## src/rtl/core/rxs_ram.sv

```systemverilog
module rxs_ram #(
  parameter int WIDTH = 8,
  parameter int DEPTH = 64,
  localparam int AW   = $clog2(DEPTH)
) (
  input  logic             clk,
  input  logic             we,
  input  logic [AW-1:0]    waddr,
  input  logic [WIDTH-1:0] wdata,
  input  logic [AW-1:0]    raddr,
  output logic [WIDTH-1:0] rdata
);

  logic [WIDTH-1:0] mem [DEPTH];

  always_ff @(posedge clk) begin
    if (we) begin
      mem[waddr] <= wdata;
    end
    rdata <= mem[raddr];
  end

endmodule

```

## config.mk

```make
export PLATFORM = sky130hd
export DESIGN_NAME = rxs_ram
export DESIGN_NICKNAME = d
export VERILOG_FILES = /design/src/rtl/core/rxs_ram.sv
export SDC_FILE = /design/constraint.sdc
export NUM_CORES = 1
export LEC_CHECK = 0
export BUFFER_PORTS_ARGS = -buffer_cell sky130_fd_sc_hd__buf_4
export CAP_MARGIN = 20
export CELL_PAD_IN_SITES_DETAIL_PLACEMENT = 1
export CELL_PAD_IN_SITES_GLOBAL_PLACEMENT = 1
export CORE_ASPECT_RATIO = 0.5
export CORE_MARGIN = 4
export CORE_UTILIZATION = 30
export CTS_CLUSTER_DIAMETER = 200
export CTS_CLUSTER_SIZE = 25
export DETAILED_ROUTE_END_ITERATION = 10
export GPL_TIMING_DRIVEN = 1
export PLACE_DENSITY = 0.58
export RECOVER_POWER = 50
export SLEW_MARGIN = 20
export SYNTH_ARGS = -nofsm -noshare
export SYNTH_HDL_FRONTEND = slang
export SYNTH_SLANG_ARGS = --single-unit
```

## constraint.sdc

```tcl
create_clock -name clk -period 2.02 [get_ports clk]
set_input_delay 0.404 -clock clk [delete_from_list [all_inputs] [get_ports clk]]
set_output_delay 0.404 -clock clk [all_outputs]
set_load 0.1 [all_outputs]
```

### Word-level counts from Yosys, hierarchy flattened

Memories as Yosys holds them, arrays and structs flattened. A register that Yosys moved wholly into a read port is not among the register bits.
Cells that the tools add are included.

| word-level totals | value |
|---|---|
| bits in registers | 0 |
| bits in writable memories | 512 |
| input port bits | 22 |
| output and inout bits | 8 |
| word-level logic and storage cells | 3 |
| memories kept | 1 |

| operators by class | value |
|---|---|
| muxes and demuxes | 2 |

Memory list:

| memory | words | bits a word | rd ports | clocked after Yosys merged registers in | write ports | RTL line | text |
|---|---|---|---|---|---|---|---|
| mem | 64 | 8 | 1 | 1 | 1 | 14 | `logic [WIDTH-1:0] mem [DEPTH];` |

Operator list:

| operator | count |
|---|---|
| $mux W1 | 2 |

### Depth between registers and ports, before layout

Gate-level depths: netlist of run 1.

| logic depth | value |
|---|---|
| depth in word-level cells | 2 |
| depth in mapped cells | 9 |
| gate-level depth less buffers | 5 |

### Least setup slack after synthesis of run 1

Ideal clock, no wire load.

| path | value |
|---|---|
| kind | input to register |
| start | input port raddr[1] |
| end | register rdata[3], read port of mem |
| library setup time | 0.128 ns |
| arrival time | 1.944 ns |
| required time | 1.892 ns |
| path slack | -0.052 ns |
| stages on the path | 7 |
| buffers on the path | 3 |
| cells stage by stage | buf_4 -> buf_2 -> buf_2 -> mux4_2 -> mux4_2 -> o21ai_1 -> o41ai_1 |

RTL lines:

| what | RTL line | text |
|---|---|---|
| start, declared | 10 | `input logic [AW-1:0] raddr,` |
| end, declared | 11 | `output logic [WIDTH-1:0] rdata` |

==> metrics.txt, run 1 <==
status finished with violations; failing checks capacitance limit, slew limit; CTS buffer count 24; register bit total from synthesis 520; main combinational cell family by area after synthesis multiplexers; Period minus WS final about 2.0 ns; number of global-route vias before repair between 10000 and 15000; Layout area overhead 15.29%; RR Startpoint mem[41][0]; Starting Density 0.3068; root buffer cell clkbuf_16; endpoints failing hold 0; # IOs 30; synth top area cells edfxtp_1 (76%), mux4_2 (14%), nor2_1 (1.5%), mux2i_1 (1.1%), dfxtp_1 (0.79%); GR Util All Layers 0.1423; critical path, cell by cell mux4_2 > mux2_2 > a221oi_2 > buf_4 > o2bb2ai_1; Synth Area in Simple Gates 0.03388; Max VDD drop 0.5711 mV; Sink Count 520; synthesized-area fraction occupied by adder cells 0; initial DRC count 809; Cell variety after synth 40; Crit path depth 5; Routed WL 51.20 mm; Slew HR -0.1088; Critical Path Start Type register; yosys warns 0; largest net degree at the start of global routing 65; nets@finish 1122; critical path's top delay family multiplexers; critical path endpoint category register; pre-CTS setup slack -0.7614 ns; CP Class reg -> reg; Post-Layout Cell Count 2002; actual slew at the worst max-slew pin 1.663 ns; Clock Latency Late Sink 0.58 ns; min-delay worst type in -> reg; number of max-cap violations 1; dpl cells 1958; DP HPWL around 33 mm; synthesized area per cell roughly 21 sq um; most frequent cells in the layout edfxtp_1 (512), buf_4 (160), mux4_2 (126); Worst Path Max Fanout 1; Post-route DRC 0; clock tree buffer depth 3; WP data arrival 2.46 ns; first-pass GRT wire length approximately 75 mm; total negative slack 0 ns; critical path endpoint rdata[0]; R2R setup slack roughly 0.03 ns; number of setup violations in the final report 0; TritonCTS clock tree done; num rows between 60 and 70; post-synth top area share 0.7624; PwrDens between 800 and 900 mW/mm^2; ANT cells 0; Reg clk slew, reported paths roughly 0.10 ns; core area about 0.066 sq mm; Lkg Pwr around 7.3 nW; Hold Buf Count CTS 0; Worst Path Buf+Inv 1; worst reg2reg endpoint rdata[0]; layout cells sized above 1 0.3166; Syn Inst Count between 900 and 1000; mux contribution to synthesized area 0.1594; Die Wd roughly 370 um; Synth Area in Compound Gates 0.02072; total power between 15 and 20 mW; routability-driven placement congestion ratio 0.7919; synthesized cell area between 0.02 and 0.025 sq mm; remaining antenna violation count after routing 0; Final Max Slew Viols 31; Syn Nets between 900 and 1000; gr ovfl total 0; reg2reg path depth 5; CP max stage delay roughly 0.47 ns; via count approximately 10000; Initial DRT Pass Iterations 4; Post-DP Area 0.02253 sq mm; Avg WL per Cell 25.57 um; fin area around 0.023 sq mm; fin crit share 0.9852; Max Clk Rate 502.5 MHz; CTS HTree Levels 1; most area-hungry cell type in the Yosys netlist edfxtp_1; setup ws final approximately 0.03 ns; WP data required approximately 2.5 ns; clk_skew about 0.011 ns; Die Y around 190 um; hold depth 3; sequential share of the synthesized area 0.7703; slowest stage cell on the critical path mux4_2; Post-Synth XOR/XNOR Area 0; RSZ-0062 raised after global routing no; CP startpoint mem[41][0]; commonest non-fill, non-tap cell in the layout edfxtp_1; IO Port Bufs 29; via density per instance roughly 5; initial antenna violation count 0; DIE AREA 0.07169 sq mm
## worst min path at each step
stage | startpoint | endpoint | slack (ns)
2_1_floorplan | wdata[0] | mem[0][0] | 0.50
3_3_place_gp | raddr[5] | rdata[1] | 0.79
3_5_place_dp | raddr[5] | rdata[1] | 0.79
4_1_cts | raddr[5] | rdata[1] | 0.17
5_1_grt | raddr[5] | rdata[1] | 0.18
6_report | raddr[5] | rdata[1] | 0.20
## what timing repair did
action                                  in CTS  in global routing
buffers inserted                             0                  0
pin swaps                                    1                  2
gates resized for setup                      9                  4
endpoints found under the setup margin       6                  3
endpoints found under the hold margin        0                  0
## through the flow
step,utilization,hold WS [ns]
after detailed placement,0.3427,0.7910
after global placement,0.3427,0.7918
after CTS,0.3543,0.1674
after global routing,0.3537,0.1820
final,0.3537,0.2045
after floorplan,-,0.5029
## cell families (layout without fill, tap and decap cells)
kind of cell           Yosys count  after routing
flip-flops                     520            520
multiplexers                   162            162
AO/OA/AOI/OAI                   54             54
AND/OR/NAND/NOR                153            153
buffers and inverters           51            229
## per-layer routing
| metal | track usage | wire, um |
|---|---|---|
| met3 | 0.02795 | 2625 |
| met2 | 0.2342 | 24450 |
| met4 | 0.03255 | 1251 |
| met1 | 0.1967 | 22870 |
| met5 | 0 | 0 |
## registers in the layout (all words and copies together) (netlist names)
name / flops
mem: 512
rdata: 8
## power breakdown
group          internal (mW)  switching [mW]
sequential              11.9          0.0440
clock                   2.36            3.21
combinational          0.548           0.919
## worst reg2reg max path, delay by kind of cell (launching register included)
family	cells	cell delay, ns
compound gates	2	0.53
buf+inv	1	0.19
flops	1	0.38
mux	2	0.80
## area by class of cell
cell class / count / area [sq um]
sequential: 520 / 15530
timing repair buffer: 185 / 1511
multi-input combinational: 369 / 4397
fill: 6537 / 42480
clock inverter: 1 / 7.507
tap: 884 / 1106
clock buffer: 43 / 693.2
## cells in the mapped netlist, drive strengths merged
library cell and number:
mux4 126, a221oi 6, o2bb2ai 3, o21a 2
nand3 13, nand3b 3, a31oi 1, mux2i 23
nand4b 1, clkbuf 17, o32ai 2, o21ai 4
o311ai 1, nor3 7, a21oi 3, or3 1
edfxtp 512, o221ai 8, o22ai 8, nor2 83
o2111ai 3, and2 1, buf 34, dfxtp 8
nand4 2, o41ai 2, nand2b 7, nor4 2
nor2b 14, a2111oi 2, o221a 2, nand2 19
a211oi 4, mux2 13, a22oi 3
(Power assumes the default switching activity.)
==> run 2, diff against run 1 <==
--- a/config.mk
+++ b/config.mk
@@ -7,8 +7,6 @@
 export LEC_CHECK = 0
 export BUFFER_PORTS_ARGS = -buffer_cell sky130_fd_sc_hd__buf_4
 export CAP_MARGIN = 20
-export CELL_PAD_IN_SITES_DETAIL_PLACEMENT = 1
-export CELL_PAD_IN_SITES_GLOBAL_PLACEMENT = 1
 export CORE_ASPECT_RATIO = 0.5
 export CORE_MARGIN = 4
 export CORE_UTILIZATION = 30
@@ -16,7 +14,7 @@
 export CTS_CLUSTER_SIZE = 25
 export DETAILED_ROUTE_END_ITERATION = 10
 export GPL_TIMING_DRIVEN = 1
-export PLACE_DENSITY = 0.58
+export PLACE_DENSITY = 0.53
 export RECOVER_POWER = 50
 export SLEW_MARGIN = 20
 export SYNTH_ARGS = -nofsm -noshare
==> metrics.txt, run 2 (synthesis gave the netlist of run 1 again) <==
gr ovfl total 0; largest net degree at the start of global routing between 60 and 70; Sink Count 520; # IOs 30; critical path endpoint category register; R2R setup slack roughly 0.080 ns; Avg WL per Cell 23.31 um; reg2reg path depth 6; CTS HTree Levels 1; Largest register FFs around 510; clock tree buffer depth 3; Critical Path Start Type input pin; routability-driven placement congestion ratio about 0.76; setup ws final 0.01575 ns; Lkg Pwr approximately 7.3 nW; actual slew at the worst max-slew pin about 1.7 ns; core area roughly 0.066 sq mm; WP data required 2.48 ns; most frequent cells in the layout edfxtp_1 (512), buf_4 (165), mux4_2 (126); Initial DRT Pass Iterations 5; Routed WL around 47 mm; fin crit share 0.9922; Top reg by flops mem; CP max stage delay ~0.53 ns; PwrDens between 800 and 900 mW/mm^2; pre-CTS setup slack -0.5722 ns; Max Clk Rate about 500 MHz; Max VDD drop between 0.6 and 0.7 mV; Slew HR -0.1292; hold depth 3; endpoints failing hold 0; num rows 66; most used cell, CP mux4_2; initial antenna violation count 0; Worst Path Buf+Inv 2; worst reg2reg endpoint rdata[6]; root buffer cell clkbuf_16; multi-input logic area roughly 0.0043 sq mm; initial DRC count roughly 1000; Final Max Slew Viols 33; fin area 0.02320 sq mm; Die Y between 150 and 200 um; status finished with violations; via density per instance roughly 5; Top Registers mem x512, rdata x8; IO Port Bufs 29; remaining antenna violation count after routing 0; Setup Fix Bufs, Post-CTS 0; number of global-route vias before repair between 10000 and 15000; number of setup violations in the final report 0; nets@finish around 1100; RR Startpoint mem[29][6]; failing checks capacitance limit, slew limit; GR Util All Layers 0.1293; critical path's top delay family multiplexers; critical path, cell by cell clkbuf_8 > buf_12 > mux4_2 > mux4_2 > nor2_1 > o32ai_1; register area 0.01553 sq mm; DIE AREA 0.07169 sq mm; layout cells sized above 1 0.3152; DP HPWL slightly above 30 mm; min-delay worst type in -> reg; CP Class in -> reg; Hold Buf Count CTS 0; Worst Path Max Fanout 24; Clock Latency Late Sink slightly below 0.6 ns; TritonCTS clock tree done; Die Wd about 370 um; slowest stage cell on the critical path mux4_2; via count slightly below 10000; first-pass GRT wire length ~69 mm; Period minus WS final 2.004 ns; WP data arrival between 2 and 2.5 ns; HP Start raddr[5]; Reg clk slew, reported paths about 0.1 ns; CTS buffer count 24; number of max-cap violations 1; Post-DP Area between 0.02 and 0.025 sq mm; Post-route DRC 0; clk_skew roughly 0.017 ns; RSZ-0062 raised after global routing no; commonest non-fill, non-tap cell in the layout edfxtp_1; Filler Cells Inserted 6144; worst hold path endpoint rdata[1]; Layout area overhead 15.03%; Starting Density 0.3068
## run 2: cell types whose count changed in the layout (fill, tap and decap cells not counted), sizes merged
cell / before / now
buf: 172 / 175
clkbuf: 56 / 58
diode: 0 / 1
## run 2: how the worst max path moves through the flow
stage | depth (start not counted) | endpoint | start | slack, ns
finish | 6 | rdata[4] | raddr[0] | 0.02
global route | 7 | rdata[1] | raddr[0] | 0.004
CTS | 6 | rdata[6] | mem[29][6] | 0.03
detailed placement | 6 | rdata[4] | raddr[0] | -0.57
global placement | 6 | rdata[4] | raddr[0] | -0.56
floorplan | 7 | rdata[3] | raddr[1] | 0.008
## run 2: what timing repair did
item	in CTS	in global routing
pin swaps	0	2
setup endpoints to repair	3	3
gates resized for setup	3	2
endpoints found under the hold margin	0	0
## run 2: power breakdown
part	leakage [nW]	switching, mW	internal (mW)
combinational	2.27	0.864	0.537
clock	0.329	3.19	2.36
sequential	4.67	0.0400	11.9
total	7.27	4.10	14.8
## run 2: metal layers
layer,global-route usage,vias up,wire length (um)
li1,-,4223,-
met1,0.1792,5346,20960
met2,0.2188,239,22770
met3,0.02157,46,2342
met4,0.02200,0,746
met5,0,-,0
## run 2: layout make-up
type	count	area share
Antenna cell	1	0.0001079
Clock buffer	43	0.02988
Multi-Input combinational cell	369	0.1869
Tap cell	884	0.04768
Sequential cell	520	0.6697
Clock inverter	1	0.0003236
Timing Repair Buffer	190	0.06542
## run 2: worst reg2reg max path: stages (launching register included)
cell and delay [ns]:
edfxtp_1 0.38, mux4_2 0.48, mux2_4 0.28, o221a_2 0.29, nor3_2 0.17, buf_4 0.15
o32ai_1 0.08
## run 2: through the flow
stage	std cells	total power, mW	hold slack, ns	util	TNS, ns
floorplan	940	12.98	0.5029	-	0
global placement	1963	13.63	0.7755	0.3427	-3.832
detailed placement	1963	13.65	0.7734	0.3427	-3.990
CTS	2007	19.12	0.1429	0.3536	0
global route	2007	19.59	0.1718	0.3529	0
finish	2008	18.93	0.1743	0.3529	0
==> run 3, diff against run 2 <==
--- a/config.mk
+++ b/config.mk
@@ -16,6 +16,7 @@
 export GPL_TIMING_DRIVEN = 1
 export PLACE_DENSITY = 0.53
 export RECOVER_POWER = 50
+export SETUP_SLACK_MARGIN = 0.05
 export SLEW_MARGIN = 20
 export SYNTH_ARGS = -nofsm -noshare
 export SYNTH_HDL_FRONTEND = slang
==> metrics.txt, run 3 (synthesis gave the netlist of run 1 again) <==
Critical Path Start Type register; Initial DRT Pass Iterations 5; most frequent cells in the layout edfxtp_1 (512), buf_4 (151), mux4_2 (126); via density per instance between 4 and 5; initial antenna violation count 0; Die Wd 374.7 um; WP data required 2.49 ns; setup ws final between 0.08 and 0.09 ns; nets@finish 1113; status finished with violations; reg2reg path depth 6; worst hold path endpoint rdata[3]; failing checks capacitance limit, slew limit; dpl cells approximately 1900; commonest non-fill, non-tap cell in the layout edfxtp_1; DP HPWL between 30 and 40 mm; clk_skew 0.02395 ns; Slew HR -0.02680; Largest register FFs 512; critical path endpoint category register; Post-Layout Cell Count 1992; Clock Latency Late Sink approximately 0.58 ns; RSZ-0062 raised after global routing yes; gr ovfl total 0; Top reg by flops mem; number of max-cap violations 1; largest net degree at the start of global routing between 60 and 70; Sink Count between 500 and 600; number of setup violations in the final report 0; Max Clk Rate slightly above 500 MHz; R2R setup slack roughly 0.087 ns; Hold Buf Count CTS 0; worst reg2reg endpoint rdata[4]; Post-route DRC 0; WP data arrival approximately 2.4 ns; Final Max Slew Viols 65; routability-driven placement congestion ratio 0.7870; Avg WL per Cell 24.08 um; GR Util All Layers 0.1321; Reg clk slew, reported paths roughly 0.10 ns; initial DRC count 921; pre-CTS setup slack -0.8158 ns; CTS HTree Levels 1; Starting Density 0.3068; endpoints failing hold 0; Top Registers mem x512, rdata x8; Die Y between 150 and 200 um; num rows 66; number of global-route vias before repair 10080; Layout area overhead 14.93%; core area between 0.06 and 0.07 sq mm; layout cells sized above 1 0.3123; actual slew at the worst max-slew pin between 1.5 and 2 ns; clock tree buffer depth 3; min-delay worst type in -> reg; CTS buffer count 24; Setup Fix Bufs, Post-CTS 0; Period minus WS final just under 2 ns; # IOs 30; CP Class reg -> reg; fin area ~0.023 sq mm; TritonCTS clock tree done; HP Start raddr[5]; fin crit share 0.9572; ANT cells 0; PwrDens about 800 mW/mm^2; IO Port Bufs 29; first-pass GRT wire length 69.92 mm; hold depth 2; Post-DP Area between 0.02 and 0.025 sq mm; via count 9762; root buffer cell clkbuf_16; Lkg Pwr around 7.2 nW; Routed WL 47.96 mm; Worst Path Max Fanout 1; DIE AREA between 0.07 and 0.08 sq mm; RR Startpoint mem[21][4]; remaining antenna violation count after routing 0; Max VDD drop 0.5166 mV
## run 3: cell types whose count changed in the layout (fill, tap and decap cells not counted), sizes merged
cell and delta:
clkbuf -4, buf -11, diode -1
## run 3: power breakdown
| part | leakage (nW) | internal [mW] | switching [mW] |
|---|---|---|---|
| combinational | 2.23 | 0.544 | 0.897 |
| clock | 0.328 | 2.35 | 3.20 |
| sequential | 4.67 | 11.9 | 0.0398 |
## run 3: per-layer routing
layer  GRT usage  vias to the layer above  routed length, um
li1            -                     4198                  -
met1      0.1866                     5283              21870
met2      0.2183                      228              22900
met3     0.02085                       53               2163
met4     0.02661                        0               1035
met5           0                        -                  0
## run 3: area by class of cell
cell class                      count  area [sq um]
Clock buffer                       42         689.4
Clock inverter                      1         7.507
Fill cell                        6105         42560
Multi-Input combinational cell    369          4394
Sequential cell                   520         15530
Tap cell                          884          1106
Timing Repair Buffer              176          1445
## run 3: how the worst max path moves through the flow
stage | start | end | slack [ns] | cells after the start
after floorplan | raddr[0] | rdata[3] | 0.05 | 8
after global placement | raddr[0] | rdata[0] | -0.79 | 8
after detailed placement | raddr[0] | rdata[1] | -0.82 | 8
after CTS | mem[46][1] | rdata[1] | 0.05 | 5
after global routing | mem[20][4] | rdata[4] | 0.01 | 6
final | mem[21][4] | rdata[4] | 0.09 | 6
## run 3: critical path, cell delays in order, from the launching register on
cell and delay, ns:
edfxtp_1 0.37, mux4_2 0.49, mux2_2 0.28, o221a_2 0.29
nor3_4 0.18, buf_4 0.14, o32ai_1 0.07
## run 3: per-stage QoR
| stage | power [mW] | hold slack [ns] | util | TNS, ns |
|---|---|---|---|---|
| 2_1_floorplan | 12.99 | 0.5029 | - | 0 |
| 3_3_place_gp | 13.63 | 0.7808 | 0.3413 | -4.579 |
| 3_5_place_dp | 13.66 | 0.7796 | 0.3413 | -4.774 |
| 4_1_cts | 19.15 | 0.1610 | 0.3529 | 0 |
| 5_1_grt | 19.60 | 0.1775 | 0.3526 | 0 |
| 6_report | 18.97 | 0.1940 | 0.3526 | 0 |
## run 3: what timing repair did
action	CTS	global route
pin swaps	1	2
setup endpoints to repair	4	5
gates resized for setup	8	4
cloned	0	0
